File: src/rtl/stet_pkg.sv
package stet_pkg;

  localparam int unsigned DefDepth   = 32;
  localparam int unsigned DefTagBits = 16;

  localparam logic [4:0] MaxHour   = 5'd23;
  localparam logic [5:0] MaxMinute = 6'd59;

  // Width of the sort key: hour above minute.
  localparam int unsigned KeyW = 11;

  typedef enum logic [1:0] {
    MODE_INSERT,
    MODE_DELETE,
    MODE_READ,
    MODE_IGNORE
  } mode_e;

  typedef enum logic [2:0] {
    ST_OK,
    ST_FULL,
    ST_EMPTY,
    ST_RANGE,
    ST_BAD_TIME
  } status_e;

  typedef enum logic [2:0] {
    S_IDLE,
    S_INS_CMP,
    S_INS_WR,
    S_DEL_MV,
    S_RD_OUT
  } state_e;

  typedef struct packed {
    mode_e       mode;
    logic [4:0]  event_hour;
    logic [5:0]  event_minute;
    logic [15:0] event_tag;
    logic [4:0]  entry_index;
  } req_t;

  typedef struct packed {
    status_e     status;
    logic [4:0]  out_hour;
    logic [5:0]  out_minute;
    logic [15:0] out_tag;
    logic [5:0]  entry_count;
  } rsp_t;

endpackage

File: src/rtl/stet_store.sv
module stet_store import stet_pkg::*; #(
  parameter int unsigned DEPTH = DefDepth,
  parameter int unsigned EntW  = KeyW + DefTagBits,
  localparam int unsigned AddrW = $clog2(DEPTH)
) (
  input  logic             clk_i,
  input  logic             we_i,
  input  logic [AddrW-1:0] waddr_i,
  input  logic [EntW-1:0]  wdata_i,
  input  logic             re_i,
  input  logic [AddrW-1:0] raddr_i,
  output logic [EntW-1:0]  rdata_o
);

  logic [EntW-1:0] mem_q [DEPTH];
  logic [EntW-1:0] rdata_q;

  always_ff @(posedge clk_i) begin
    if (we_i) begin
      mem_q[waddr_i] <= wdata_i;
    end
  end

  always_ff @(posedge clk_i) begin
    if (re_i) begin
      rdata_q <= mem_q[raddr_i];
    end
  end

  assign rdata_o = rdata_q;

endmodule

File: src/rtl/sorted_time_event_table.sv
// Insert writes an empty table directly, else shifts each later entry up a place and then
// writes the new one into the freed slot. Delete moves each later entry down a place; a read
// fetches its entry. Rejects and ignores stay in idle. The result strobe follows the last cycle.
// One entry moves per cycle through the single write and registered read port of the store.
// Reset clears the entry count and the sequencer; the store itself is not cleared.
// The receiver cannot stall: done_o is a single-cycle strobe.
module sorted_time_event_table import stet_pkg::*; #(
  parameter int unsigned DEPTH    = DefDepth,
  parameter int unsigned TAG_BITS = DefTagBits
) (
  input  logic clk_i,
  input  logic rst_ni,
  input  logic start,
  output logic busy,
  input  req_t req_i,
  output logic done_o,
  output rsp_t rsp_o
);

  localparam int unsigned CntW  = $clog2(DEPTH + 1);
  localparam int unsigned AddrW = $clog2(DEPTH);
  localparam int unsigned CmpW  = ((CntW > 5) ? CntW : 5) + 1;
  localparam int unsigned EntW  = KeyW + TAG_BITS;

  state_e state_q, state_d;
  logic [CntW-1:0] count_q, count_d;
  logic [CntW-1:0] pos_q, pos_d;
  logic [KeyW-1:0] key_q, key_d;
  logic [TAG_BITS-1:0] tag_q, tag_d;
  logic done_q, done_d;
  rsp_t rsp_q, rsp_d;

  logic mem_we, mem_re;
  logic [AddrW-1:0] mem_waddr, mem_raddr;
  logic [EntW-1:0] mem_wdata, mem_rdata;

  logic accept, bad_time, is_full, is_empty, idx_beyond;
  logic del_more_idle, del_more_mv, shift_more;
  logic [CmpW-1:0] idx_w, cnt_w, pos_w, idx_p1, pos_p2;
  logic [CntW-1:0] cnt_m1, pos_m1, pos_m2;
  logic [TAG_BITS+15:0] tag_in_wide, tag_out_wide;
  logic [CntW+5:0] cnt_wide;
  logic [TAG_BITS-1:0] req_tag, rd_tag;
  logic [KeyW-1:0] req_key, rd_key;

  stet_store #(
    .DEPTH (DEPTH),
    .EntW  (EntW)
  ) u_store (
    .clk_i   (clk_i),
    .we_i    (mem_we),
    .waddr_i (mem_waddr),
    .wdata_i (mem_wdata),
    .re_i    (mem_re),
    .raddr_i (mem_raddr),
    .rdata_o (mem_rdata)
  );

  assign busy   = (state_q != S_IDLE);
  assign accept = start & ~busy;

  assign bad_time   = (req_i.event_hour > MaxHour) | (req_i.event_minute > MaxMinute);
  assign is_full    = (count_q == CntW'(DEPTH));
  assign is_empty   = (count_q == '0);
  assign idx_w      = CmpW'(req_i.entry_index);
  assign cnt_w      = CmpW'(count_q);
  assign pos_w      = CmpW'(pos_q);
  assign idx_p1     = idx_w + CmpW'(1);
  assign pos_p2     = pos_w + CmpW'(2);
  assign idx_beyond = (idx_w >= cnt_w);
  assign cnt_m1     = count_q - CntW'(1);
  assign pos_m1     = pos_q - CntW'(1);
  assign pos_m2     = pos_q - CntW'(2);

  assign del_more_idle = (idx_p1 < cnt_w);
  assign del_more_mv   = (pos_p2 < cnt_w);

  assign tag_in_wide = {{TAG_BITS{1'b0}}, req_i.event_tag};
  assign req_tag     = tag_in_wide[TAG_BITS-1:0];
  assign req_key     = {req_i.event_hour, req_i.event_minute};

  assign rd_key       = mem_rdata[EntW-1 -: KeyW];
  assign rd_tag       = mem_rdata[TAG_BITS-1:0];
  assign tag_out_wide = {16'b0, rd_tag};

  // An entry moves up while its time is strictly later than the new one.
  assign shift_more = (rd_key > key_q);

  assign cnt_wide = {6'b0, count_d};

  always_comb begin
    state_d = state_q;
    unique case (state_q)
      S_IDLE: begin
        if (accept) begin
          unique case (req_i.mode)
            MODE_INSERT: begin
              if (!bad_time && !is_full && !is_empty) begin
                state_d = S_INS_CMP;
              end
            end
            MODE_DELETE: begin
              if (!is_empty && !idx_beyond && del_more_idle) begin
                state_d = S_DEL_MV;
              end
            end
            MODE_READ: begin
              if (!is_empty && !idx_beyond) begin
                state_d = S_RD_OUT;
              end
            end
            MODE_IGNORE: state_d = S_IDLE;
          endcase
        end
      end
      S_INS_CMP: begin
        if (shift_more) begin
          if (pos_q == CntW'(1)) begin
            state_d = S_INS_WR;
          end
        end else begin
          state_d = S_IDLE;
        end
      end
      S_INS_WR: state_d = S_IDLE;
      S_DEL_MV: begin
        if (!del_more_mv) begin
          state_d = S_IDLE;
        end
      end
      S_RD_OUT: state_d = S_IDLE;
      default:  state_d = S_IDLE;
    endcase
  end

  always_comb begin
    mem_we    = 1'b0;
    mem_waddr = pos_q[AddrW-1:0];
    mem_wdata = {key_q, tag_q};
    mem_re    = 1'b0;
    mem_raddr = pos_m1[AddrW-1:0];
    pos_d     = pos_q;
    count_d   = count_q;
    key_d     = key_q;
    tag_d     = tag_q;
    done_d    = 1'b0;
    rsp_d     = '0;
    rsp_d.status = ST_OK;

    unique case (state_q)
      S_IDLE: begin
        if (accept) begin
          key_d = req_key;
          tag_d = req_tag;
          pos_d = count_q;
          unique case (req_i.mode)
            MODE_INSERT: begin
              if (bad_time) begin
                done_d       = 1'b1;
                rsp_d.status = ST_BAD_TIME;
              end else if (is_full) begin
                done_d       = 1'b1;
                rsp_d.status = ST_FULL;
              end else if (is_empty) begin
                mem_we    = 1'b1;
                mem_waddr = '0;
                mem_wdata = {req_key, req_tag};
                count_d   = count_q + CntW'(1);
                done_d    = 1'b1;
              end else begin
                mem_re    = 1'b1;
                mem_raddr = cnt_m1[AddrW-1:0];
              end
            end
            MODE_DELETE, MODE_READ: begin
              if (is_empty) begin
                done_d       = 1'b1;
                rsp_d.status = ST_EMPTY;
              end else if (idx_beyond) begin
                done_d       = 1'b1;
                rsp_d.status = ST_RANGE;
              end else if (req_i.mode == MODE_READ) begin
                mem_re    = 1'b1;
                mem_raddr = idx_w[AddrW-1:0];
              end else begin
                pos_d = idx_w[CntW-1:0];
                if (del_more_idle) begin
                  mem_re    = 1'b1;
                  mem_raddr = idx_p1[AddrW-1:0];
                end else begin
                  count_d = cnt_m1;
                  done_d  = 1'b1;
                end
              end
            end
            MODE_IGNORE: done_d = 1'b1;
          endcase
        end
      end
      S_INS_CMP: begin
        mem_we = 1'b1;
        if (shift_more) begin
          mem_wdata = mem_rdata;
          pos_d     = pos_m1;
          if (pos_q != CntW'(1)) begin
            mem_re    = 1'b1;
            mem_raddr = pos_m2[AddrW-1:0];
          end
        end else begin
          count_d = count_q + CntW'(1);
          done_d  = 1'b1;
        end
      end
      S_INS_WR: begin
        mem_we  = 1'b1;
        count_d = count_q + CntW'(1);
        done_d  = 1'b1;
      end
      S_DEL_MV: begin
        mem_we    = 1'b1;
        mem_wdata = mem_rdata;
        pos_d     = pos_q + CntW'(1);
        if (del_more_mv) begin
          mem_re    = 1'b1;
          mem_raddr = pos_p2[AddrW-1:0];
        end else begin
          count_d = cnt_m1;
          done_d  = 1'b1;
        end
      end
      S_RD_OUT: begin
        done_d           = 1'b1;
        rsp_d.out_hour   = rd_key[KeyW-1:6];
        rsp_d.out_minute = rd_key[5:0];
        rsp_d.out_tag    = tag_out_wide[15:0];
      end
      default: ;
    endcase

    rsp_d.entry_count = cnt_wide[5:0];
  end

  always_ff @(posedge clk_i or negedge rst_ni) begin
    if (!rst_ni) begin
      state_q <= S_IDLE;
      count_q <= '0;
      done_q  <= 1'b0;
    end else begin
      state_q <= state_d;
      count_q <= count_d;
      done_q  <= done_d;
    end
  end

  always_ff @(posedge clk_i) begin
    pos_q <= pos_d;
    key_q <= key_d;
    tag_q <= tag_d;
    if (done_d) begin
      rsp_q <= rsp_d;
    end
  end

  assign done_o = done_q;
  assign rsp_o  = rsp_q;

  a_count_bound: assert property (@(posedge clk_i) disable iff (!rst_ni)
    count_q <= CntW'(DEPTH))
    else $error("entry count above table depth");

  a_accept_answered: assert property (@(posedge clk_i) disable iff (!rst_ni)
    accept |=> (busy || done_o))
    else $error("accepted command neither in progress nor answered");

  a_done_idle: assert property (@(posedge clk_i) disable iff (!rst_ni)
    done_o |-> !busy)
    else $error("result strobe while sequencer still busy");

  a_reject_keeps_count: assert property (@(posedge clk_i) disable iff (!rst_ni)
    (done_o && rsp_o.status != ST_OK) |-> $stable(count_q))
    else $error("rejected command changed the entry count");

  a_reject_no_data: assert property (@(posedge clk_i) disable iff (!rst_ni)
    (done_o && rsp_o.status != ST_OK) |-> (rsp_o.out_tag == '0 && rsp_o.out_hour == '0))
    else $error("rejected command returned entry data");

endmodule
File: config.mk
export PLATFORM = sky130hd
export DESIGN_NAME = sorted_time_event_table
export DESIGN_NICKNAME = d
export VERILOG_FILES = /design/src/rtl/stet_pkg.sv /design/src/rtl/stet_store.sv /design/src/rtl/sorted_time_event_table.sv
export SDC_FILE = /design/constraint.sdc
export NUM_CORES = 1
export LEC_CHECK = 0
export BUFFER_PORTS_ARGS = -buffer_cell sky130_fd_sc_hd__buf_2
export CAP_MARGIN = 0
export CORE_UTILIZATION = 30
export DETAILED_ROUTE_END_ITERATION = 12
export GPL_TIMING_DRIVEN = 0
export PLACE_DENSITY = 0.43
export SLEW_MARGIN = 20
export SYNTH_ARGS = -nofsm -noshare
export SYNTH_HDL_FRONTEND = slang
export SYNTH_SLANG_ARGS = --single-unit
File: constraint.sdc
create_clock -name clk_i -period 4.35 [get_ports clk_i]
set_input_delay 0 -clock clk_i [delete_from_list [all_inputs] [get_ports clk_i]]
set_output_delay 0 -clock clk_i [all_outputs]
set_load 0.03 [all_outputs]
# Word-level counts from Yosys, hierarchy flattened
# Memories as Yosys holds them, arrays and structs flattened. A register that Yosys moved wholly into a read port is not among the register bits.
# Index checks and enable logic that the tools add are counted.
word_totals:
  ff_bits: 79
  out_inout_bits: 38
  ram_bits: 864
  memories: 1
  elab_cells: 155
memory_table:
  columns: ["name", "depth", "word_bits", "read_ports", "rd_ports_with_merged_regs", "write_ports", "line_no", "text"]
  rows:
  - ["u_store.mem_q", 32, 27, 1, 1, 1, "stet_store.sv:15", "logic [EntW-1:0] mem_q [DEPTH];"]
op_classes:
  n_reduce_logical: 19
  magnitude_cmp: 6
  bitwise: 3
  mux: 91
  add_sub_neg: 7
  eq_ne: 17
ops:
  columns: ["operator", "count"]
  rows:
  - ["two-way mux 27 bit", 6]
  - ["two-way mux 6 bit", 16]
  - ["two-way mux 5 bit", 17]
  - ["case mux 27 bit (3 select lines)", 1]
  - ["two-way mux 1 bit", 28]
  - ["two-way mux 3 bit", 8]
  - ["case mux 6 bit (4 select lines)", 1]
  - ["case mux 6 bit (3 select lines)", 1]
  - ["case mux 5 bit (3 select lines)", 1]
  - ["adder 6 x 1 -> 6 bit (second input constant)", 2]
  - ["!= test 3 bit (second input constant)", 4]
  - ["case mux 3 bit (4 select lines)", 1]
  - ["case mux 6 bit (2 select lines)", 1]
  - ["subtractor 6 x 1 -> 6 bit (second input constant)", 2]
  - ["> comparator 11 bit", 1]
  - ["case mux 5 bit (2 select lines)", 1]
  - ["case mux 3 bit (3 select lines)", 1]
  - ["adder 6 x 2 -> 7 bit (second input constant)", 1]
  - ["less-than comparator 7 x 6 -> 1 bit", 1]
  - ["adder 5 x 1 -> 6 bit (second input constant)", 1]
  - ["equality test 3 x 2 -> 1 bit (second input constant)", 2]
  - ["equality test 6 x 1 -> 1 bit (second input constant)", 1]
  - ["equality test 6 bit (second input constant)", 1]
  - ["greater-or-equal comparator 5 x 6 -> 1 bit", 1]
  - ["29 further kinds", 43]

# Longest topological paths before layout
logic_depth:
  depth_word: 9
  mapped_depth: 19

# Modules after synthesis
# Synthesis repeated with hierarchy kept, for this count alone.
unflattened:
  hier_cells: 2482
  area_unflattened_um2: 40029.6
by_module_without_submodules:
  columns: ["mod", "cells_per_inst", "n_inst", "area_each_um2"]
  rows:
  - ["stet_store", 1915, 1, 34493.1]
  - ["sorted_time_event_table", 567, 1, 5536.6]

# Worst setup path before layout
# OpenSTA, ideal clock, no wires.
synth_path:
  path_kind: "reg-to-reg"
  startpoint: "register count_q[2]"
  endpoint: "register u_store.rdata_q[0] (netlist: u_store.rdata_o[0]), read port of u_store.mem_q, enable pin"
  path_stages_with_launch: 10
  t_arrival_ps: 3923
  slack_ps: -21
  n_path_buf: 1
  t_required_ps: 3901
  path_cell_list: "dfrtp_1 -> clkbuf_1 -> inv_1 -> ha_1 -> and4_1 -> o21ai_1 -> a31oi_1 -> or3_1 -> o22a_1 -> o21ai_0"
synth_via:
  elab_chain_cells: 8
  word_cells_on_any_way: 28
synth_rtl:
  columns: ["element", "line_no", "text"]
  rows:
  - ["start: declaration", "sorted_time_event_table.sv:26", "logic [CntW-1:0] count_q, count_d;"]
  - ["start signal: assignment", "sorted_time_event_table.sv:250", "count_q <= count_d;"]
  - ["less-than comparator 6 bit", "sorted_time_event_table.sv:75", "assign del_more_idle = (idx_p1 < cnt_w);"]
  - ["two-way mux 1 bit", "sorted_time_event_table.sv:187", "if (del_more_idle) begin"]
  - ["two-way mux 1 bit", "sorted_time_event_table.sv:182", "end else if (req_i.mode == MODE_READ) begin"]
  - ["two-way mux 1 bit", "sorted_time_event_table.sv:179", "end else if (idx_beyond) begin"]
  - ["two-way mux 1 bit", "sorted_time_event_table.sv:176", "if (is_empty) begin"]
  - ["case mux 1 bit (2 select lines)", "sorted_time_event_table.sv:156", "unique case (req_i.mode)"]
  - ["two-way mux 1 bit", "sorted_time_event_table.sv:152", "if (accept) begin"]
  - ["case mux 1 bit (3 select lines) (*)", "sorted_time_event_table.sv:150", "unique case (state_q)"]
  - ["net mem_re", "sorted_time_event_table.sv:33", "logic mem_we, mem_re;"]
  - ["end: declaration", "stet_store.sv:16", "logic [EntW-1:0] rdata_q;"]
# Mark *: on every way through the listed nets, which the timed path passes. The rest lies on a longest branch.
# A chain may end at the register's enable or synchronous reset.

# Worst setup path in the final report
layout_path:
  startpoint: "register pos_q[3]"
  endpoint: "register u_store.rdata_q[15] (netlist: u_store.rdata_o[15]), read port of u_store.mem_q (data pin)"
layout_via:
  elab_chain_cells: 8
  word_cells_on_any_way: 22
layout_rtl:
  columns: ["element", "line_no", "text"]
  rows:
  - ["start: declaration", "sorted_time_event_table.sv:27", "logic [CntW-1:0] pos_q, pos_d;"]
  - ["start signal: assignment", "sorted_time_event_table.sv:256", "pos_q <= pos_d;"]
  - ["subtractor 6 x 1 -> 6 bit", "sorted_time_event_table.sv:72", "assign pos_m1 = pos_q - CntW'(1);"]
  - ["two-way mux 5 bit", "sorted_time_event_table.sv:187", null]
  - ["two-way mux 5 bit", "sorted_time_event_table.sv:182", null]
  - ["two-way mux 5 bit", "sorted_time_event_table.sv:179", null]
  - ["two-way mux 5 bit", "sorted_time_event_table.sv:176", null]
  - ["case mux 5 bit (2 select lines)", "sorted_time_event_table.sv:156", null]
  - ["two-way mux 5 bit", "sorted_time_event_table.sv:152", null]
  - ["case mux 5 bit (3 select lines)", "sorted_time_event_table.sv:150", null]
# Several ways; a longest one is shown, not always the timed one.

==> summary.md <==
| Metric | Value |
|---|---|
| Top Ports | 75 |
| DRT iter0 DRCs | 2,454 |
| Starting density of the core | 30.35% |
| Worst path arrival time | 4.87 ns |
| Core area | 0.1321 mm2 |
| Syn Nets | 2,842 |
| Critical path class | flip-flop to flip-flop |
| # setup viols final | 14 |
| Cts bufs inserted | 106 |
| Period minus WS final | 4.468 ns |
| Wire length per cell | 27.05 um |
| R2r endpoint | u_store.rdata_o[15] |
| Synth top area share | 71.88% |
| Number of synthesized flops with an enable pin | 960 |
| Worst-path clk slew | 0.06 ns |
| Ys flop type | edfxtp_1 |
| Die X-Extent | 367.6 um |
| Worst setup slack after layout | -0.1182 ns |
| Cells along the critical path | buf_6, buf_4, xor2_2, ha_1, o21ai_2, a221oi_4, nor2_4, a21o_1, o2111ai_4, and2_4, buf_12, buf_12, buf_16, buf_12, mux2i_1, o21ai_2, nor4_4, a21oi_2 |
| WP data required | 4.76 ns |
| Final hold vios | 0 |
| Area leader, netlist | edfxtp_1 |
| CP Buf/Inv Count | 6 |
| Clk_lat worst skew | 0.71 ns |
| Post-route DRC | 0 |
| Clock root buffer | clkbuf_16 |
| Synthesized area | 0.04011 mm2 |
| Final setup TNS | -0.5287 ns |
| Final period util | 102.7% |
| # fillers | 12.42k |
| CP peak stage delay | 0.53 ns |
| Synth top area cells | edfxtp_1, nand2_1, mux4_2 |
| Synth warnings | 0 |
| First-pass GRT wire length | 189,200 um |
| Hold Crit Depth | 2 |
| Clk sinks | 970 |
| H-tree lvl count | 3 |
| Largest net degree at the start of global routing | 36 |
| CP Max Fanout | 8 |
| Area Growth Syn to Fin | 26.56% |
| Max-slew headroom | 22.66% |
| Drt total wl | 134,500 um |
| Final core occ | 38.42% |
| DPL Wire Length | 90,810 um |
| Die area | 0.1352 mm2 |
| Dpl ws | -2.626 ns |
| CP dominant cell by count | buf_12 |
| Initial antenna violation count | 11 |
| Critical-path top delay cell | nor4_4 |
| Hold EP | key_q[6] |
| Status | finished, violations left |
| Port-buffer cells | 74 |
| Post-Syn Area per Cell | 14.51 um2 |
| Crit path max-delay family | compound AO/OA/AOI/OAI gates |
| Worst Skew | 0.04382 ns |
| Hold Path Origin | req_i[27] |
| Startpoint types | flip-flop |
| Maximum clock rate | 0.2238 GHz |
| FF-to-FF path depth | 18 |
| Number of antenna-violating nets in the routed design | 0 |
| Max cap viols | 0 |
| Library cells used by synthesis | 80 |
| Ys async rst share | 1.031% |
| Die Span Y | 367.6 um |
| Share of post-route cells with drive strength above 1 | 26.96% |
| Num rows | 133 |
| Worst slew pin tran | 1.157 ns |
| GP Congestion | 0.8429 |
| Drt pass-1 iters | 7 |
| Failing checks | negative setup slack |
| Reg2Reg Launch Point | pos_q[3] |
| Worst Hold Class | primary input to flip-flop |
| DR vias/cell | 5.170 |
| CTS tree | done |
| DR vias | 25.70k |
| Cells after Synth | 2,764 |
| Max Slew Vio Count | 0 |
| Final nets | 3,200 |
| RSZ-0062 raised after global routing | yes |
| Total track usage | 19.50% |
| Gr ovfl total | 0 |
| Vias in the first global route | 25.27k |
| R2r setup slk | -0.12 ns |
| CP Capture Type | flip-flop |
| Yosys reg bits | 970 |
| Sequential element share of the synthesized area | 72.50% |
| Clk buf depth | 3 |
==> layer usage <==
layer	vias up	wire, um	GRT usage (%)
met3	167	7028	2.336
met2	862	64210	32.35
li1	11290	-	-
met5	-	0	0
met4	0	3358	5.208
met1	13380	59880	26.91
==> cells by family after synthesis <==
| logic type | count (synthesis) | share of synthesized area [%] |
|---|---|---|
| flops | 970 | 72.50 |
| simple gates | 931 | 10.57 |
| compound gates | 417 | 6.698 |
| buf+inv | 222 | 2.720 |
| xor+xnor | 18 | 0.3931 |
| mux | 165 | 5.837 |
| fa+ha+maj | 41 | 1.279 |
==> state kept, by name, summed over array words and instances, names as in the netlist <==
register and count:
tag_q 16, done_o 1, key_q 11, u_store.rdata_o 27, count_q 6, state_q 3, u_store.mem_q 864, pos_q 6
rsp_o 36
==> synth_stat cells (5+ instances only) <==
cell type	instances
nand4_1	10
a222oi_1	27
clkbuf_1	90
a32oi_1	26
dfrtp_1	10
inv_1	60
nor3_1	13
mux2i_1	109
nand3b_1	6
o211ai_1	6
a21o_1	7
o22ai_1	29
a31oi_1	8
edfxtp_1	960
nand3_1	160
nand3_2	20
nand2_1	530
o21ai_1	5
buf_2	39
xor2_1	7
a21oi_1	184
buf_12	5
or3_1	32
nor2_1	70
buf_6	13
o21ai_0	55
ha_1	41
buf_1	9
nor2b_1	5
a211oi_1	10
a221oi_1	6
and3_1	36
mux4_2	55
xnor2_1	11
nor4_1	28
==> placed cells by master (no fill, tap or decap), types with 16 or more instances in the layout <==
cell           netlist  layout
and3_1              36      34
nor2_4               1      38
nand3_1            160     156
a222oi_1            27      27
buf_2               39      98
dlygate4sd3_1        0      38
clkbuf_16            0     115
mux4_2              55      55
mux2i_1            109      99
buf_4                2      91
inv_1               60      25
clkinv_2             0      26
o21ai_0             55      38
a21oi_2              0      33
a32oi_2              0      19
edfxtp_1           960     960
buf_6               13      22
o22ai_2              1      16
inv_4                0      17
clkinv_1             0      21
nand3_2             20      23
or3_4                0      26
a21oi_1            184     137
clkinvlp_4           0      20
ha_1                41      36
buf_16               0      24
nand2_1            530     527
buf_12               5      44
clkbuf_4             0      19
clkbuf_1            90      48
clkbuf_2             0      22
nor2_1              70      32
==> through the flow <==
step	instances	cell area (um2)	hold WS, ns
floorplan	2764	40110	-0.2956
global route	4967	50750	0.04253
global placement	4593	42670	-0.1062
finish	4971	50760	0.06886
detailed placement	4631	43850	-0.1099
CTS	4937	49760	0.01215
==> worst max path at each step <==
stage	to	cells after the start	from
6_report	u_store.rdata_o[15]	18	pos_q[3]
5_1_grt	u_store.rdata_o[15]	18	pos_q[2]
4_1_cts	u_store.rdata_o[15]	14	u_store.rdata_o[24]
3_5_place_dp	u_store.rdata_o[15]	16	pos_q[2]
3_3_place_gp	u_store.rdata_o[15]	16	pos_q[1]
2_1_floorplan	u_store.rdata_o[25]	16	pos_q[2]
==> worst reg2reg max path, delay by kind of cell (launching register included) <==
| family | cells | cell delay, ns |
|---|---|---|
| buf+inv | 6 | 0.92 |
| compound gates | 6 | 1.30 |
| flops | 1 | 0.46 |
| xor+xnor | 1 | 0.18 |
| fa+ha+maj | 1 | 0.29 |
| simple gates | 3 | 0.85 |
| mux | 1 | 0.21 |
==> layout make-up <==
class / count / area (um2) / area share [%]
multi-input cells: 1572 / 11670 / 22.99
diodes: 4 / 10.01 / 0.01972
plain buffers: 157 / 1299 / 2.559
repair buffers: 248 / 2740 / 5.398
repair inverters: 5 / 37.54 / 0.07395
clock buffers: 130 / 2805 / 5.527
clock inverters: 68 / 609.3 / 1.200
inverters: 62 / 312.8 / 0.6162
well taps: 1755 / 2196 / 4.326
flip-flops and latches: 970 / 29080 / 57.29
==> timing repair <==
item / CTS / global route
setup buffers: 66 / 23
hold endpoints to repair: 86 / 0
pin swaps: 37 / 47
gates cloned: 7 / 7
resized for setup: 363 / 192
hold buffers: 38 / 0
setup endpoints to repair: 999 / 244
Power is not shown: default switching activity piles up to over one toggle a cycle in this logic, so the estimate is an artifact.
